<file path="src/rtl/acudm_pkg.sv">
// Package for the channel up/down mixer: sample, frame and accumulator types,
// fixed-point gain constants and the configuration register layout.
// No dependencies.
package acudm_pkg;

	localparam int SAMPLE_BITS = 16;
	localparam int NCH         = 6;
	localparam int FRAC_BITS   = 15;
	localparam int SUM_W       = SAMPLE_BITS + 2;
	localparam int GAIN_W      = FRAC_BITS + 2;
	localparam int ACC_W       = SUM_W + GAIN_W;
	localparam int CH_W        = 3;
	localparam int IDX_W       = 2;

	typedef logic signed [SAMPLE_BITS-1:0] sample_t;
	typedef sample_t                       frame_t [NCH];
	typedef logic signed [SUM_W-1:0]       sum_t;
	typedef logic signed [ACC_W-1:0]       acc_t;
	typedef acc_t                          acc_frame_t [NCH];

	// sqrt(0.5) in Q.15, with a zero sign bit
	localparam logic signed [GAIN_W-1:0] GAIN_ROOT_HALF = GAIN_W'(23170);
	localparam acc_t                     ROUND_HALF     = acc_t'(1) <<< (FRAC_BITS - 1);

	typedef enum logic [IDX_W-1:0] {
		REG_IN_CH    = 2'd0,
		REG_OUT_CH   = 2'd1,
		REG_SPK_MODE = 2'd2
	} reg_idx_t;

	typedef struct packed {
		logic [CH_W-1:0] in_ch;
		logic [CH_W-1:0] out_ch;
		logic            spk;
	} cfg_t;

	localparam cfg_t CFG_RESET = '{in_ch: 3'd2, out_ch: 3'd2, spk: 1'b1};

endpackage

</file>
<file path="src/rtl/audio_channel_up_down_mixer_unit.sv">
// Top level of the channel up/down mixer: config registers, input frame
// register, mix and round lanes, result register. Uses acudm_pkg,
// acudm_mix and acudm_round.
//
//   channel | handshake             | word
//   --------+-----------------------+----------------------------------
//   input   | start / busy          | sample_in_0 .. sample_in_5
//   result  | done (strobe)         | sample_out_0 .. sample_out_5
//   config  | cfg_valid / cfg_ready | cfg_index, cfg_data
//
// One frame per cycle; each frame passes the input register, then mix/round
// into the result register.
// busy and cfg_ready are always low and high respectively.
// arst_n clears the valid pipeline and loads the register defaults.
// done is a one-cycle strobe; the receiver cannot stall.
module audio_channel_up_down_mixer_unit (
	input  logic                       clk,
	input  logic                       arst_n,
	input  logic                       start,
	output logic                       busy,
	input  acudm_pkg::sample_t         sample_in_0,
	input  acudm_pkg::sample_t         sample_in_1,
	input  acudm_pkg::sample_t         sample_in_2,
	input  acudm_pkg::sample_t         sample_in_3,
	input  acudm_pkg::sample_t         sample_in_4,
	input  acudm_pkg::sample_t         sample_in_5,
	input  logic                       cfg_valid,
	output logic                       cfg_ready,
	input  logic [acudm_pkg::IDX_W-1:0] cfg_index,
	input  logic [acudm_pkg::CH_W-1:0]  cfg_data,
	output logic                       done,
	output acudm_pkg::sample_t         sample_out_0,
	output acudm_pkg::sample_t         sample_out_1,
	output acudm_pkg::sample_t         sample_out_2,
	output acudm_pkg::sample_t         sample_out_3,
	output acudm_pkg::sample_t         sample_out_4,
	output acudm_pkg::sample_t         sample_out_5
);
	import acudm_pkg::*;

	cfg_t       cfg_q;
	logic       valid_s1;
	frame_t     x_s1;
	logic       done_s2;
	frame_t     y_s2;
	acc_frame_t acc;
	frame_t     y;

	assign busy      = 1'b0;
	assign cfg_ready = 1'b1;

	always_ff @(posedge clk or negedge arst_n) begin
		if (!arst_n) begin
			cfg_q <= CFG_RESET;
		end else if (cfg_valid && cfg_ready) begin
			unique case (reg_idx_t'(cfg_index))
				REG_IN_CH:    cfg_q.in_ch  <= cfg_data;
				REG_OUT_CH:   cfg_q.out_ch <= cfg_data;
				REG_SPK_MODE: cfg_q.spk    <= cfg_data[0];
				default:      ;
			endcase
		end
	end

	always_ff @(posedge clk or negedge arst_n) begin
		if (!arst_n) begin
			valid_s1 <= 1'b0;
			done_s2  <= 1'b0;
		end else begin
			valid_s1 <= start && !busy;
			done_s2  <= valid_s1;
		end
	end

	always_ff @(posedge clk) begin
		if (start && !busy) begin
			x_s1[0] <= sample_in_0;
			x_s1[1] <= sample_in_1;
			x_s1[2] <= sample_in_2;
			x_s1[3] <= sample_in_3;
			x_s1[4] <= sample_in_4;
			x_s1[5] <= sample_in_5;
		end
		if (valid_s1)
			y_s2 <= y;
	end

	acudm_mix u_mix (
		.cfg (cfg_q),
		.x   (x_s1),
		.acc (acc)
	);

	for (genvar k = 0; k < NCH; k++) begin : g_lane
		acudm_round u_round (
			.acc (acc[k]),
			.y   (y[k])
		);
	end

	assign done         = done_s2;
	assign sample_out_0 = y_s2[0];
	assign sample_out_1 = y_s2[1];
	assign sample_out_2 = y_s2[2];
	assign sample_out_3 = y_s2[3];
	assign sample_out_4 = y_s2[4];
	assign sample_out_5 = y_s2[5];

	a_done_follows_s1: assert property (@(posedge clk) disable iff (!arst_n)
		done_s2 == $past(valid_s1))
		else $error("done strobe out of step with stage 1");

	a_start_latency: assert property (@(posedge clk) disable iff (!arst_n)
		(start && !busy) |-> ##2 done)
		else $error("accepted word gave no result two cycles later");

	a_zero_out: assert property (@(posedge clk) disable iff (!arst_n)
		(done_s2 && $past(cfg_q.out_ch) == 3'd0) |->
		(y_s2[0] == '0 && y_s2[1] == '0 && y_s2[2] == '0 &&
		 y_s2[3] == '0 && y_s2[4] == '0 && y_s2[5] == '0))
		else $error("nonzero output with zero output channels");

	a_mono_out: assert property (@(posedge clk) disable iff (!arst_n)
		(done_s2 && $past(cfg_q.out_ch) == 3'd1) |->
		(y_s2[1] == '0 && y_s2[2] == '0 && y_s2[3] == '0 &&
		 y_s2[4] == '0 && y_s2[5] == '0))
		else $error("unused slot nonzero on mono output");

endmodule

</file>
<file path="src/rtl/acudm_mix.sv">
// Channel routing and gain sums for one frame: decodes the speaker layout
// conversion and forms each lane's Q.15 accumulator. Uses acudm_pkg.
module acudm_mix (
	input  acudm_pkg::cfg_t       cfg,
	input  acudm_pkg::frame_t     x,
	output acudm_pkg::acc_frame_t acc
);
	import acudm_pkg::*;

	typedef enum logic [3:0] {
		MIX_COPY,
		MIX_1_24,
		MIX_1_6,
		MIX_2_1,
		MIX_2_46,
		MIX_4_1,
		MIX_4_2,
		MIX_4_6,
		MIX_6_1,
		MIX_6_2,
		MIX_6_4
	} mix_t;

	function automatic logic layout_ok(input logic [CH_W-1:0] n);
		return (n == 3'd1) || (n == 3'd2) || (n == 3'd4) || (n == 3'd6);
	endfunction

	mix_t                          mode;
	logic                          spk;
	logic [CH_W-1:0]               n_copy;
	sum_t                          a [NCH];
	sum_t                          h [NCH];
	sum_t                          q0;
	sum_t                          r0;
	sum_t                          r1;
	logic signed [ACC_W-1:0]       prod0;
	logic signed [ACC_W-1:0]       prod1;

	assign spk = cfg.spk && layout_ok(cfg.in_ch) && layout_ok(cfg.out_ch)
		&& (cfg.in_ch != cfg.out_ch);

	always_comb begin
		mode = MIX_COPY;
		if (spk) begin
			unique case ({cfg.in_ch, cfg.out_ch})
				{3'd1, 3'd2}, {3'd1, 3'd4}: mode = MIX_1_24;
				{3'd1, 3'd6}:               mode = MIX_1_6;
				{3'd2, 3'd1}:               mode = MIX_2_1;
				{3'd2, 3'd4}, {3'd2, 3'd6}: mode = MIX_2_46;
				{3'd4, 3'd1}:               mode = MIX_4_1;
				{3'd4, 3'd2}:               mode = MIX_4_2;
				{3'd4, 3'd6}:               mode = MIX_4_6;
				{3'd6, 3'd1}:               mode = MIX_6_1;
				{3'd6, 3'd2}:               mode = MIX_6_2;
				{3'd6, 3'd4}:               mode = MIX_6_4;
				default:                    mode = MIX_COPY;
			endcase
		end
	end

	// discrete copy count, a count of 7 means all six slots
	always_comb begin
		n_copy = (cfg.in_ch < cfg.out_ch) ? cfg.in_ch : cfg.out_ch;
		if (n_copy == 3'd7)
			n_copy = 3'd6;
	end

	always_comb begin
		for (int k = 0; k < NCH; k++) begin
			a[k] = '0;
			h[k] = '0;
		end
		q0 = '0;
		r0 = '0;
		r1 = '0;
		unique case (mode)
			MIX_COPY: begin
				for (int k = 0; k < NCH; k++)
					if (CH_W'(k) < n_copy)
						a[k] = SUM_W'(x[k]);
			end
			MIX_1_24: begin
				a[0] = SUM_W'(x[0]);
				a[1] = SUM_W'(x[0]);
			end
			MIX_1_6: a[2] = SUM_W'(x[0]);
			MIX_2_1: h[0] = SUM_W'(x[0]) + SUM_W'(x[1]);
			MIX_2_46: begin
				a[0] = SUM_W'(x[0]);
				a[1] = SUM_W'(x[1]);
			end
			MIX_4_1: q0 = SUM_W'(x[0]) + SUM_W'(x[1]) + SUM_W'(x[2]) + SUM_W'(x[3]);
			MIX_4_2: begin
				h[0] = SUM_W'(x[0]) + SUM_W'(x[2]);
				h[1] = SUM_W'(x[1]) + SUM_W'(x[3]);
			end
			MIX_4_6: begin
				a[0] = SUM_W'(x[0]);
				a[1] = SUM_W'(x[1]);
				a[4] = SUM_W'(x[2]);
				a[5] = SUM_W'(x[3]);
			end
			MIX_6_1: begin
				r0   = SUM_W'(x[0]) + SUM_W'(x[1]);
				a[0] = SUM_W'(x[2]);
				h[0] = SUM_W'(x[4]) + SUM_W'(x[5]);
			end
			MIX_6_2: begin
				a[0] = SUM_W'(x[0]);
				r0   = SUM_W'(x[2]) + SUM_W'(x[4]);
				a[1] = SUM_W'(x[1]);
				r1   = SUM_W'(x[2]) + SUM_W'(x[5]);
			end
			MIX_6_4: begin
				a[0] = SUM_W'(x[0]);
				r0   = SUM_W'(x[2]);
				a[1] = SUM_W'(x[1]);
				r1   = SUM_W'(x[2]);
				a[2] = SUM_W'(x[4]);
				a[3] = SUM_W'(x[5]);
			end
			default: ;
		endcase
	end

	assign prod0 = r0 * GAIN_ROOT_HALF;
	assign prod1 = r1 * GAIN_ROOT_HALF;

	always_comb begin
		for (int k = 0; k < NCH; k++)
			acc[k] = (ACC_W'(a[k]) <<< FRAC_BITS) + (ACC_W'(h[k]) <<< (FRAC_BITS - 1));
		acc[0] = acc[0] + (ACC_W'(q0) <<< (FRAC_BITS - 2)) + prod0;
		acc[1] = acc[1] + prod1;
	end

endmodule

</file>
<file path="src/rtl/acudm_round.sv">
// Round-to-nearest (ties up) and saturation of one Q.15 accumulator lane
// to a sample. Uses acudm_pkg.
module acudm_round (
	input  acudm_pkg::acc_t    acc,
	output acudm_pkg::sample_t y
);
	import acudm_pkg::*;

	localparam acc_t SAT_HI = {{(ACC_W-SAMPLE_BITS+1){1'b0}}, {(SAMPLE_BITS-1){1'b1}}};
	localparam acc_t SAT_LO = ~SAT_HI;

	acc_t t;
	acc_t q;

	assign t = acc + ROUND_HALF;
	assign q = t >>> FRAC_BITS;

	always_comb begin
		priority if (q > SAT_HI)
			y = SAT_HI[SAMPLE_BITS-1:0];
		else if (q < SAT_LO)
			y = SAT_LO[SAMPLE_BITS-1:0];
		else
			y = q[SAMPLE_BITS-1:0];
	end

endmodule
</file>
<file path="config.mk">
export PLATFORM = sky130hd
export DESIGN_NAME = audio_channel_up_down_mixer_unit
export DESIGN_NICKNAME = d
export VERILOG_FILES = /design/src/rtl/acudm_pkg.sv /design/src/rtl/audio_channel_up_down_mixer_unit.sv /design/src/rtl/acudm_mix.sv /design/src/rtl/acudm_round.sv
export SDC_FILE = /design/constraint.sdc
export NUM_CORES = 1
export LEC_CHECK = 0
export BUFFER_PORTS_ARGS = -buffer_cell sky130_fd_sc_hd__buf_2
export CAP_MARGIN = 25
export CORE_ASPECT_RATIO = 1.75
export CORE_MARGIN = 2
export CORE_UTILIZATION = 30
export DETAILED_ROUTE_END_ITERATION = 16
export MAX_ROUTING_LAYER = met4
export SKIP_LAST_GASP = 1
export SYNTH_ARGS = -nofsm -noshare
export SYNTH_HDL_FRONTEND = slang
export SYNTH_SLANG_ARGS = --single-unit
</file>
<file path="constraint.sdc">
create_clock -name clk -period 22.3 [get_ports clk]
set_clock_uncertainty 0.2 [all_clocks]
set_input_delay 0 -clock clk [delete_from_list [all_inputs] [get_ports clk]]
set_output_delay 0 -clock clk [all_outputs]
set_load 0.005 [all_outputs]
</file>
; After elaboration in Yosys (flattened, before gate mapping)
; Cells that the tools add are included.
; Widths: inputs -> output; s select.
[word_totals]
input_bits = 105
ff_bits = 201
[classes]
addsub = 19
magnitude_cmp = 19
eq_ne = 34
n_reduce_logical = 18
mux = 26
multipliers = 2
[op_table]
columns = operator, count
row1 = $pmux 18 s3, 5
row2 = $mux 18, 8
row3 = $add 33x16->34 const B, 4
row4 = $add 16x16->17, 6
row5 = $mux 16, 6
row6 = $gt 19x16->1 const B, 4
row7 = $lt 19x16->1 const B, 4
row8 = $pmux 18 s2, 2
row9 = $pmux 36 s2, 1
row10 = $add 35x16->35 const B, 2
row11 = $add 35x35->35, 2
row12 = $add 33x32->34, 2
row13 = $mul 18x15->33 const B, 2
row14 = $gt 20x16->1 const B, 2
row15 = $lt 20x16->1 const B, 2
row16 = $pmux 4 s10, 1
row17 = $eq 6x6->1 const B, 6
row18 = $add 34x31->35, 1
row19 = $add 17x16->18, 1
row20 = $add 18x16->18, 1
row21 = $eq 6x4->1 const B, 3
row22 = $eq 6x5->1 const B, 3
row23 = $eq 4x3->1 const B, 4
row24 = $eq 3x3->1 const B, 5
row25 = 22 further kinds, 41

; Longest topological paths before layout
; Gate-level depths: netlist of run 1.
[depth]
depth_word = 17
ltp_mapped = 47
mapped_depth_nobuf = 46

; Hierarchy
; From an unflattened synthesis of run 1, not the netlist that was laid out.
[hier_totals]
hier_cells = 3044
area_unflattened_um2 = 28860.2
[by_module_without_submodules]
columns = mod, cells_each, area_each_um2, n_inst
row1 = acudm_mix, 2271, 19035.8, 1
row2 = audio_channel_up_down_mixer_unit, 215, 6123.4, 1
row3 = acudm_round, 93, 616.8, 6

; Worst setup path after synthesis of run 1
; OpenSTA, ideal clock, no wires.
[synth_timing]
kind = register to register
from = reg cfg_q[3] in the netlist's numbering
to = reg y_s2 (netlist bit sample_out_0[11]) (data pin)
arrival_ps = 10498
stages_incl_launch_ff = 46
required_time_ps = 21829
setup_slack_ps = 11331
synth_period_minus_slack_ps = 10969
path_cell_list = dfrtp_1 buf_2 buf_1 inv_1 ha_1 nand3_1 nand4_1 nor3_2 buf_4 and2_1 clkbuf_1 clkbuf_1 nand2_1 o221ai_1 ha_1 fa_1 inv_1 fa_1 (+10 left out) nor2_1 xnor2_1 fa_1 inv_1 fa_1 inv_1 ha_1 or4_1 a21oi_1 or3b_1 a31oi_1 a221o_1 a221o_1 a21oi_1 xnor2_1 a41oi_2 buf_2 o21ai_0
[synth_between]
elab_chain_len = 16
elab_cells_between_ends = 55
[synth_rtl]
columns = element, line
row1 = start: declaration, audio_channel_up_down_mixer_unit.sv:41  ; cfg_t cfg_q;
row2 = "parallel branches: the longest is 12 deep, another holds $add 34x31->35", n/a
row3 = $add 35x35->35 *, acudm_mix.sv:132  ; acc[0] = acc[0] + (ACC_W'(q0) <<< (FRAC_BITS - 2)) + prod0;
row4 = $add 35x16->35 *, acudm_round.sv:15  ; assign t = acc + ROUND_HALF;
row5 = $lt 20x16->1, acudm_round.sv:21  ; else if (q < SAT_LO)
row6 = $mux 16, acudm_round.sv:21
row7 = end signal: assignment, audio_channel_up_down_mixer_unit.sv:85  ; y_s2 <= y;
row8 = end: declaration, audio_channel_up_down_mixer_unit.sv:45  ; frame_t y_s2;
; Every way passes the cells marked *.
; A chain may end at the register's enable or synchronous reset.

; Worst setup path after layout of run 1
[layout_timing]
from = reg cfg_q[2] in the netlist's numbering
to = reg y_s2 (netlist bit sample_out_0[8]) (data pin)
; The elaborated chain is that of the path after synthesis.

==> flow_summary.toml, run 1 <==
[run_status]
status = "finished clean"

[power]
p_clk_frac = 0.207
power_density_nw_per_um2 = 56.32
p_leak_nw = 15.24
vdd_drop_max_mv = 0.04035
p_sw_mw = 0.6842
combPwrFrac = 0.469
power.total_mw = 1.689
pwr-share-seq = 0.324
p_int_mw = 1.005
sw_frac_of_total = 0.4050

[flow_run]
drv_cap = 0

[cts]
clkLatencyLatePin_ns = 0.56
clk_pin_slew_ns = 0.07
cts_buffer_depth = 3
cts_tree = "built"
cts_root_buffer = "clkbuf_16"
cts_buffers = 20
clkSinkCount = 201
htree_num_levels = 1
cts_setup_buffers = 0

[detailed_routing]
wl_per_cell_um = 20.60
routed-via-count = 20173
drt-total-wl_um = 81220
drt-initial-drc-count = 914
dr.pass1.iters = 8
ant_nets = 0
drcViolationCount = 0
vias_per_cell = 5.116

[floorplan]
num_rows = 139
core_um2 = 82260
die_w_um = 221.9
die_y_um = 385.3
dieArea_um2 = 85510
pin_count = 204
initial_core_util = 0.3031

[synth]
ys.flop_type = "edfxtp_1"
ys_types = 89
avgSynthCellArea_um2 = 10.10
syn_area_um2 = 24930
synth_fp_nets = 3203
syn_inst = 2468
ys_ff_latch = 201
ys_async_sr_fraction = 0.04478
yosys_warnings = 0
synth_edf_count = 192
ys_seq_area_frac = 0.2405

[placement]
portBuffers = 201
dp_hpwl_um = 66210
dpl_worst_slack_ns = 8.806
place_inst = 3701
gp_congestion = 0.9399

[setup_path]
cpPeakStageDelay_ns = 0.83
reg2reg_from = "cfg_q[2]$_DFFE_PN1P_"
start_kind = "register"
cp_max_fo = 27
cp_common_cell = "fa_1"
reg2reg_slack_ns = 8.81
critPathRequiredTime_ns = 22.34
cp.arrival_ns = 13.52
crit_slowest_cell = "nor3_2"
cp-end-kind = "register"
r2r-end = "sample_out_0[8]$_SDFFCE_PN1P_"
reg2regPathDepth = 40
path_class = "register to register"

[global_routing]
gr-max-usage-layer = "met2"
grt_pass1_vias = 21460
grt_usage = 0.1941
grt_start_max_net_pins = 55
antenna_found_initial = 1
met2_usage = 0.3697
grt_overflow = 0
grt_first_pass_wirelength_um = 122700
gr-usage-met3 = 0.01410
gr-usage-met1 = 0.1990

[timing]
timing.hold.ws_ns = 0.02278
min_period_ns = 13.49
worst_slew_pin_slew_ns = 1.105
tns_ns = 0
setup_violations = 0
slew_violations = 0
rsz0062_at_grt = "no"
fmax_mhz = 74.14
setup_slack_ns = 8.813
slew_headroom = 0.2636
fin_crit_sh = 0.6048
hold_viol = 0

[cells_and_area]
areaGrowthSynthToFinish_pct = 20.31
fin_cells = 3943
drive_gt1_frac = 0.1068
seqCellArea_um2 = 5998
fin_nets = 3607
multi_input_area_um2 = 17340
n_fill_cell = 8232

[hold_path]
holdPathEnd = "x_s1[66]$_DFFE_PP_"
holdPathStages = 2
hp-start = "sample_in_1[2]"
min_path_type = "input port to register"
sequential cells by signal, indices dropped and copies added, names as in the netlist:
signal	count
sample_out_4	16
sample_out_5	16
valid_s1	1
sample_out_1	16
sample_out_0	16
x_s1	96
sample_out_2	16
cfg_q	7
sample_out_3	16
done	1
per-stage QoR:
| stage | util | cell area [um^2] |
|---|---|---|
| floorplan | - | 24930 |
| global placement | 0.3316 | 27280 |
| detailed placement | 0.3318 | 27290 |
| CTS | 0.3645 | 29980 |
| global route | 0.3646 | 29990 |
| finish | 0.3646 | 29990 |
logic make-up (layout without fill, tap and decap cells):
logic type | count (synthesis) | count (layout) | synth area share
mux | 10 | 10 | 0.004316
compound gates | 601 | 601 | 0.1699
fa+ha+maj | 630 | 630 | 0.3737
buf+inv | 425 | 842 | 0.06539
simple gates | 428 | 428 | 0.08587
other cells | 2 | 3 | 0.0003012
xor+xnor | 171 | 171 | 0.06008
flops | 201 | 201 | 0.2405
cell usage in the layout, fill, tap and decap left out, types with 29 or more instances in the layout:
cell type and n:
a21o_1 68, a21oi_1 119, a22o_1 64, buf_2 200, buf_4 29, dlygate4sd3_1 205
edfxtp_1 192, fa_1 191, ha_1 439, inv_1 370, nand2_1 90, nand2b_1 29
nand3_1 29, nor2_1 118, nor3_1 33, o21a_1 33, o21ai_0 101, xnor2_1 96
xor2_1 75
how the worst max path moves through the flow:
stage	from	endpoint	slack (ns)	cells past startpoint
after CTS	cfg_q[3]$_DFFE_PN0P_	sample_out_0[8]$_SDFFCE_PN1P_	8.77	40
after global routing	cfg_q[3]$_DFFE_PN0P_	sample_out_0[3]$_SDFFCE_PN1P_	8.21	40
final	cfg_q[2]$_DFFE_PN1P_	sample_out_0[8]$_SDFFCE_PN1P_	8.81	40
after detailed placement	cfg_q[3]$_DFFE_PN0P_	sample_out_0[8]$_SDFFCE_PN1P_	8.81	40
after global placement	cfg_q[2]$_DFFE_PN1P_	sample_out_0[2]$_SDFFCE_PN1P_	8.84	40
after floorplan	cfg_q[3]$_DFFE_PN0P_	sample_out_0[11]$_SDFFCE_PN1P_	11.33	45
timing repair:
item,in CTS,in global routing
endpoints found under the hold margin,156,0
resized for setup,0,0
hold buffers,205,0
setup endpoints to repair,0,0
synthesized netlist by cell type (21+ instances only):
| master | n | share of area |
|---|---|---|
| o21ai_0 | 101 | 0.020 |
| clkbuf_1 | 37 | 0.0056 |
| nand2_1 | 90 | 0.014 |
| fa_1 | 191 | 0.15 |
| nor2_1 | 120 | 0.018 |
| xnor2_1 | 96 | 0.034 |
| a22o_1 | 64 | 0.022 |
| xor2_1 | 75 | 0.026 |
| nor3_1 | 33 | 0.0066 |
| a22oi_1 | 21 | 0.0063 |
| edfxtp_1 | 192 | 0.23 |
| nor2b_1 | 29 | 0.0073 |
| nand2b_1 | 29 | 0.0073 |
| a21oi_1 | 120 | 0.024 |
| a21o_1 | 68 | 0.020 |
| inv_1 | 370 | 0.056 |
| ha_1 | 439 | 0.22 |
| o21a_1 | 33 | 0.0099 |
| nand3_1 | 29 | 0.0058 |
final cells by class:
type | count | share of cell area
Multi-Input combinational cell | 1842 | 0.5783
Inverter | 371 | 0.04643
Antenna cell | 1 | 0.00008343
Tap cell | 1057 | 0.04410
Clock buffer | 26 | 0.01815
Timing Repair Buffer | 436 | 0.1098
Sequential cell | 201 | 0.2000
Clock inverter | 9 | 0.003170
power by group through the flow:
stage	combinational, mW	clock (mW)	sequential [mW]
CTS	0.794	0.359	0.547
finish	0.793	0.349	0.547
detailed placement	0.758	0	0.554
floorplan	0.523	0	0.524
global route	0.877	0.370	0.551
global placement	0.758	0	0.556
layer usage:
layer / vias to the layer above / share of wire
li1: 9591 / -
met1: 9896 / 0.37
met2: 511 / 0.54
met3: 175 / 0.038
met4: 0 / 0.056
met5: - / 0
worst max-delay path, delay by kind of cell, from the launching register on:
family	cells	cell delay [ns]
AO/OA/AOI/OAI	13	3.94
XOR/XNOR	2	0.30
adder cells (fa/ha/maj)	11	4.61
buffers and inverters	6	0.71
flip-flops	1	0.68
AND/OR/NAND/NOR	8	2.69
Note: power is estimated with default switching activity, not from simulation.
==> run 2, diff against run 1 <==
- clock period: 22.3 -> 12.3 ns (I/O delays scaled with it)
==> run 2 against run 1 <==
Compared with the run above: clock-buffer cell count is 3 lower; first-iteration DRC count is 22% higher; routed wire length is 1.6% higher; global-route usage is 0.27 points higher; register-to-register slack worse by 8.3 ns; hold slack better by 0.029 ns; cell count is 1.3% higher; combinational power is 88% higher; maximum frequency is 15% higher; largest power group unchanged.
==> flow_summary.toml, run 2 (same netlist as run 1, synthesis figures left out) <==
[cts]
clk_pin_slew_ns = 0.06
cts_buffer_depth = 3
htree_num_levels = 1
cts_buffers = 23
clkLatencyLatePin_ns = 0.57
cts_tree = "built"
cts_root_buffer = "clkbuf_16"
clkSinkCount = 201

[detailed_routing]
vias_per_cell = 5.136
drcViolationCount = 0
wl_per_cell_um = 20.66
dr.pass1.iters = 7
routed-via-count = 20508
ant_nets = 0
drt-total-wl_um = 82490
drt-initial-drc-count = 1117

[run_status]
status = "finished clean"

[floorplan]
num_rows = 139
die_y_um = 385.3
core_um2 = 82260
initial_core_util = 0.3031
dieArea_um2 = 85510
pin_count = 204
die_w_um = 221.9

[setup_path]
critPathRequiredTime_ns = 12.41
reg2regPathDepth = 41
cp_common_cell = "fa_1"
cp-end-kind = "register"
cpPeakStageDelay_ns = 0.67
cp.arrival_ns = 11.86
critPathBufInv = 7
start_kind = "register"
path_class = "register to register"
cp_max_fo = 14
crit_family = "adder cells"
crit_slowest_cell = "dfstp_2"
cp_num_cells = 41

[hold_path]
min_path_type = "input port to register"
holdPathStages = 3

[timing]
worst_slew_pin_slew_ns = 1.004
slew_headroom = 0.3288
min_period_ns = 11.75
slew_violations = 0
fin_crit_sh = 0.9550
setup_violations = 0
hold_viol = 0
rsz0062_at_grt = "no"
fmax_mhz = 85.13
tns_ns = 0
timing.hold.ws_ns = 0.05158

[power]
power_density_nw_per_um2 = 103.2
p_leak_nw = 15.51
vdd_drop_max_mv = 0.08862
p_sw_mw = 1.278
pwr-share-seq = 0.312
p_clk_frac = 0.213
sw_frac_of_total = 0.4067
p_int_mw = 1.865
combPwrFrac = 0.476

[placement]
portBuffers = 201
gp_congestion = 0.9587
dp_hpwl_um = 67780
placed_area_um2 = 27640

[cells_and_area]
final_cell_mix = "ha_1 (439), inv_1 (370), dlygate4sd3_1 (207), buf_2 (200), edfxtp_1 (192)"
drive_gt1_frac = 0.1236
stdcell_area_um2 = 30460
largest_reg_flops = 96
n_antenna_cell = 0
regMostFlops = "x_s1"
areaGrowthSynthToFinish_pct = 22.17
layout_commonest_cell = "ha_1"
fin_nets = 3654

[global_routing]
grt_overflow = 0
antenna_found_initial = 0
grt_pass1_vias = 21960
grt_start_max_net_pins = 59
grt_usage = 0.1968
grt_first_pass_wirelength_um = 123700

[flow_run]
drv_cap = 0
run 2: changes by cell type in the layout (fill, tap and decap cells not counted), moves of 3 or more:
cell      change
clkbuf_1      -5
clkinv_2      +4
o21ai_0       -8
o21ai_1       +8
clkinv_1      +3
buf_4        +41
inv_6         +3
run 2: path summary, 6_finish.rpt:
| check | startpoint | endpoint | slack, ns |
|---|---|---|---|
| max | cfg_q[2]$_DFFE_PN1P_ | sample_out_0[5]$_SDFFCE_PN1P_ | 0.55 |
| min | cfg_data[2] | cfg_q[6]$_DFFE_PN0P_ | 0.05 |
| max reg2reg | cfg_q[2]$_DFFE_PN1P_ | sample_out_0[5]$_SDFFCE_PN1P_ | 0.55 |
| min reg2reg | cfg_q[0]$_DFFE_PN1P_ | cfg_q[0]$_DFFE_PN1P_ | 0.45 |
| max in group asynchronous | arst_n | cfg_q[5]$_DFFE_PN1P_ | 11.35 |
| min in group asynchronous | arst_n | cfg_q[3]$_DFFE_PN0P_ | 0.23 |
run 2: cell type report:
cell class	count	area, um^2
Clock inverter	19	132.6
Inverter	371	1393
Timing Repair Buffer	480	3666
Multi-Input combinational cell	1842	17370
Tap cell	1057	1323
Sequential cell	201	5998
Clock buffer	23	575.6
Fill cell	8156	51810
run 2: per-stage QoR:
stage / worst slack (ns) / power, mW / utilization / instances
2_1_floorplan: 1.331 / 1.899 / - / 2468
3_3_place_gp: 0.4097 / 2.413 / 0.3357 / 3742
3_5_place_dp: 0.4362 / 2.416 / 0.3360 / 3743
4_1_cts: 0.3738 / 3.159 / 0.3698 / 3992
5_1_grt: 0.01484 / 3.353 / 0.3702 / 3993
6_report: 0.5538 / 3.143 / 0.3702 / 3993
run 2: metal layers:
metal,up-vias,part of all wire,GRT usage
met2,630,0.53,0.3698
li1,9699,-,-
met1,9921,0.35,0.1919
met5,-,0,-
met3,258,0.046,0.02203
met4,0,0.069,0.1250
run 2: tightest hold or removal path, stage by stage:
cell and delay (ns):
dlygate4sd3_1 0.53, buf_2 0.12, mux2_2 0.14
run 2: repair_timing:
item / in CTS / in global routing
resized for setup: 0 / 14
hold buffers: 207 / 0
setup endpoints to repair: 0 / 15
hold endpoints to repair: 151 / 0
buffers inserted: 0 / 1
run 2: power groups by stage:
| stage | logic (mW) | registers, mW | clock network [mW] |
|---|---|---|---|
| final | 1.49 | 0.980 | 0.668 |
| after global routing | 1.65 | 0.989 | 0.711 |
| after CTS | 1.49 | 0.981 | 0.688 |
| after detailed placement | 1.42 | 0.994 | 0 |
| after global placement | 1.42 | 0.995 | 0 |
| after floorplan | 0.949 | 0.950 | 0 |
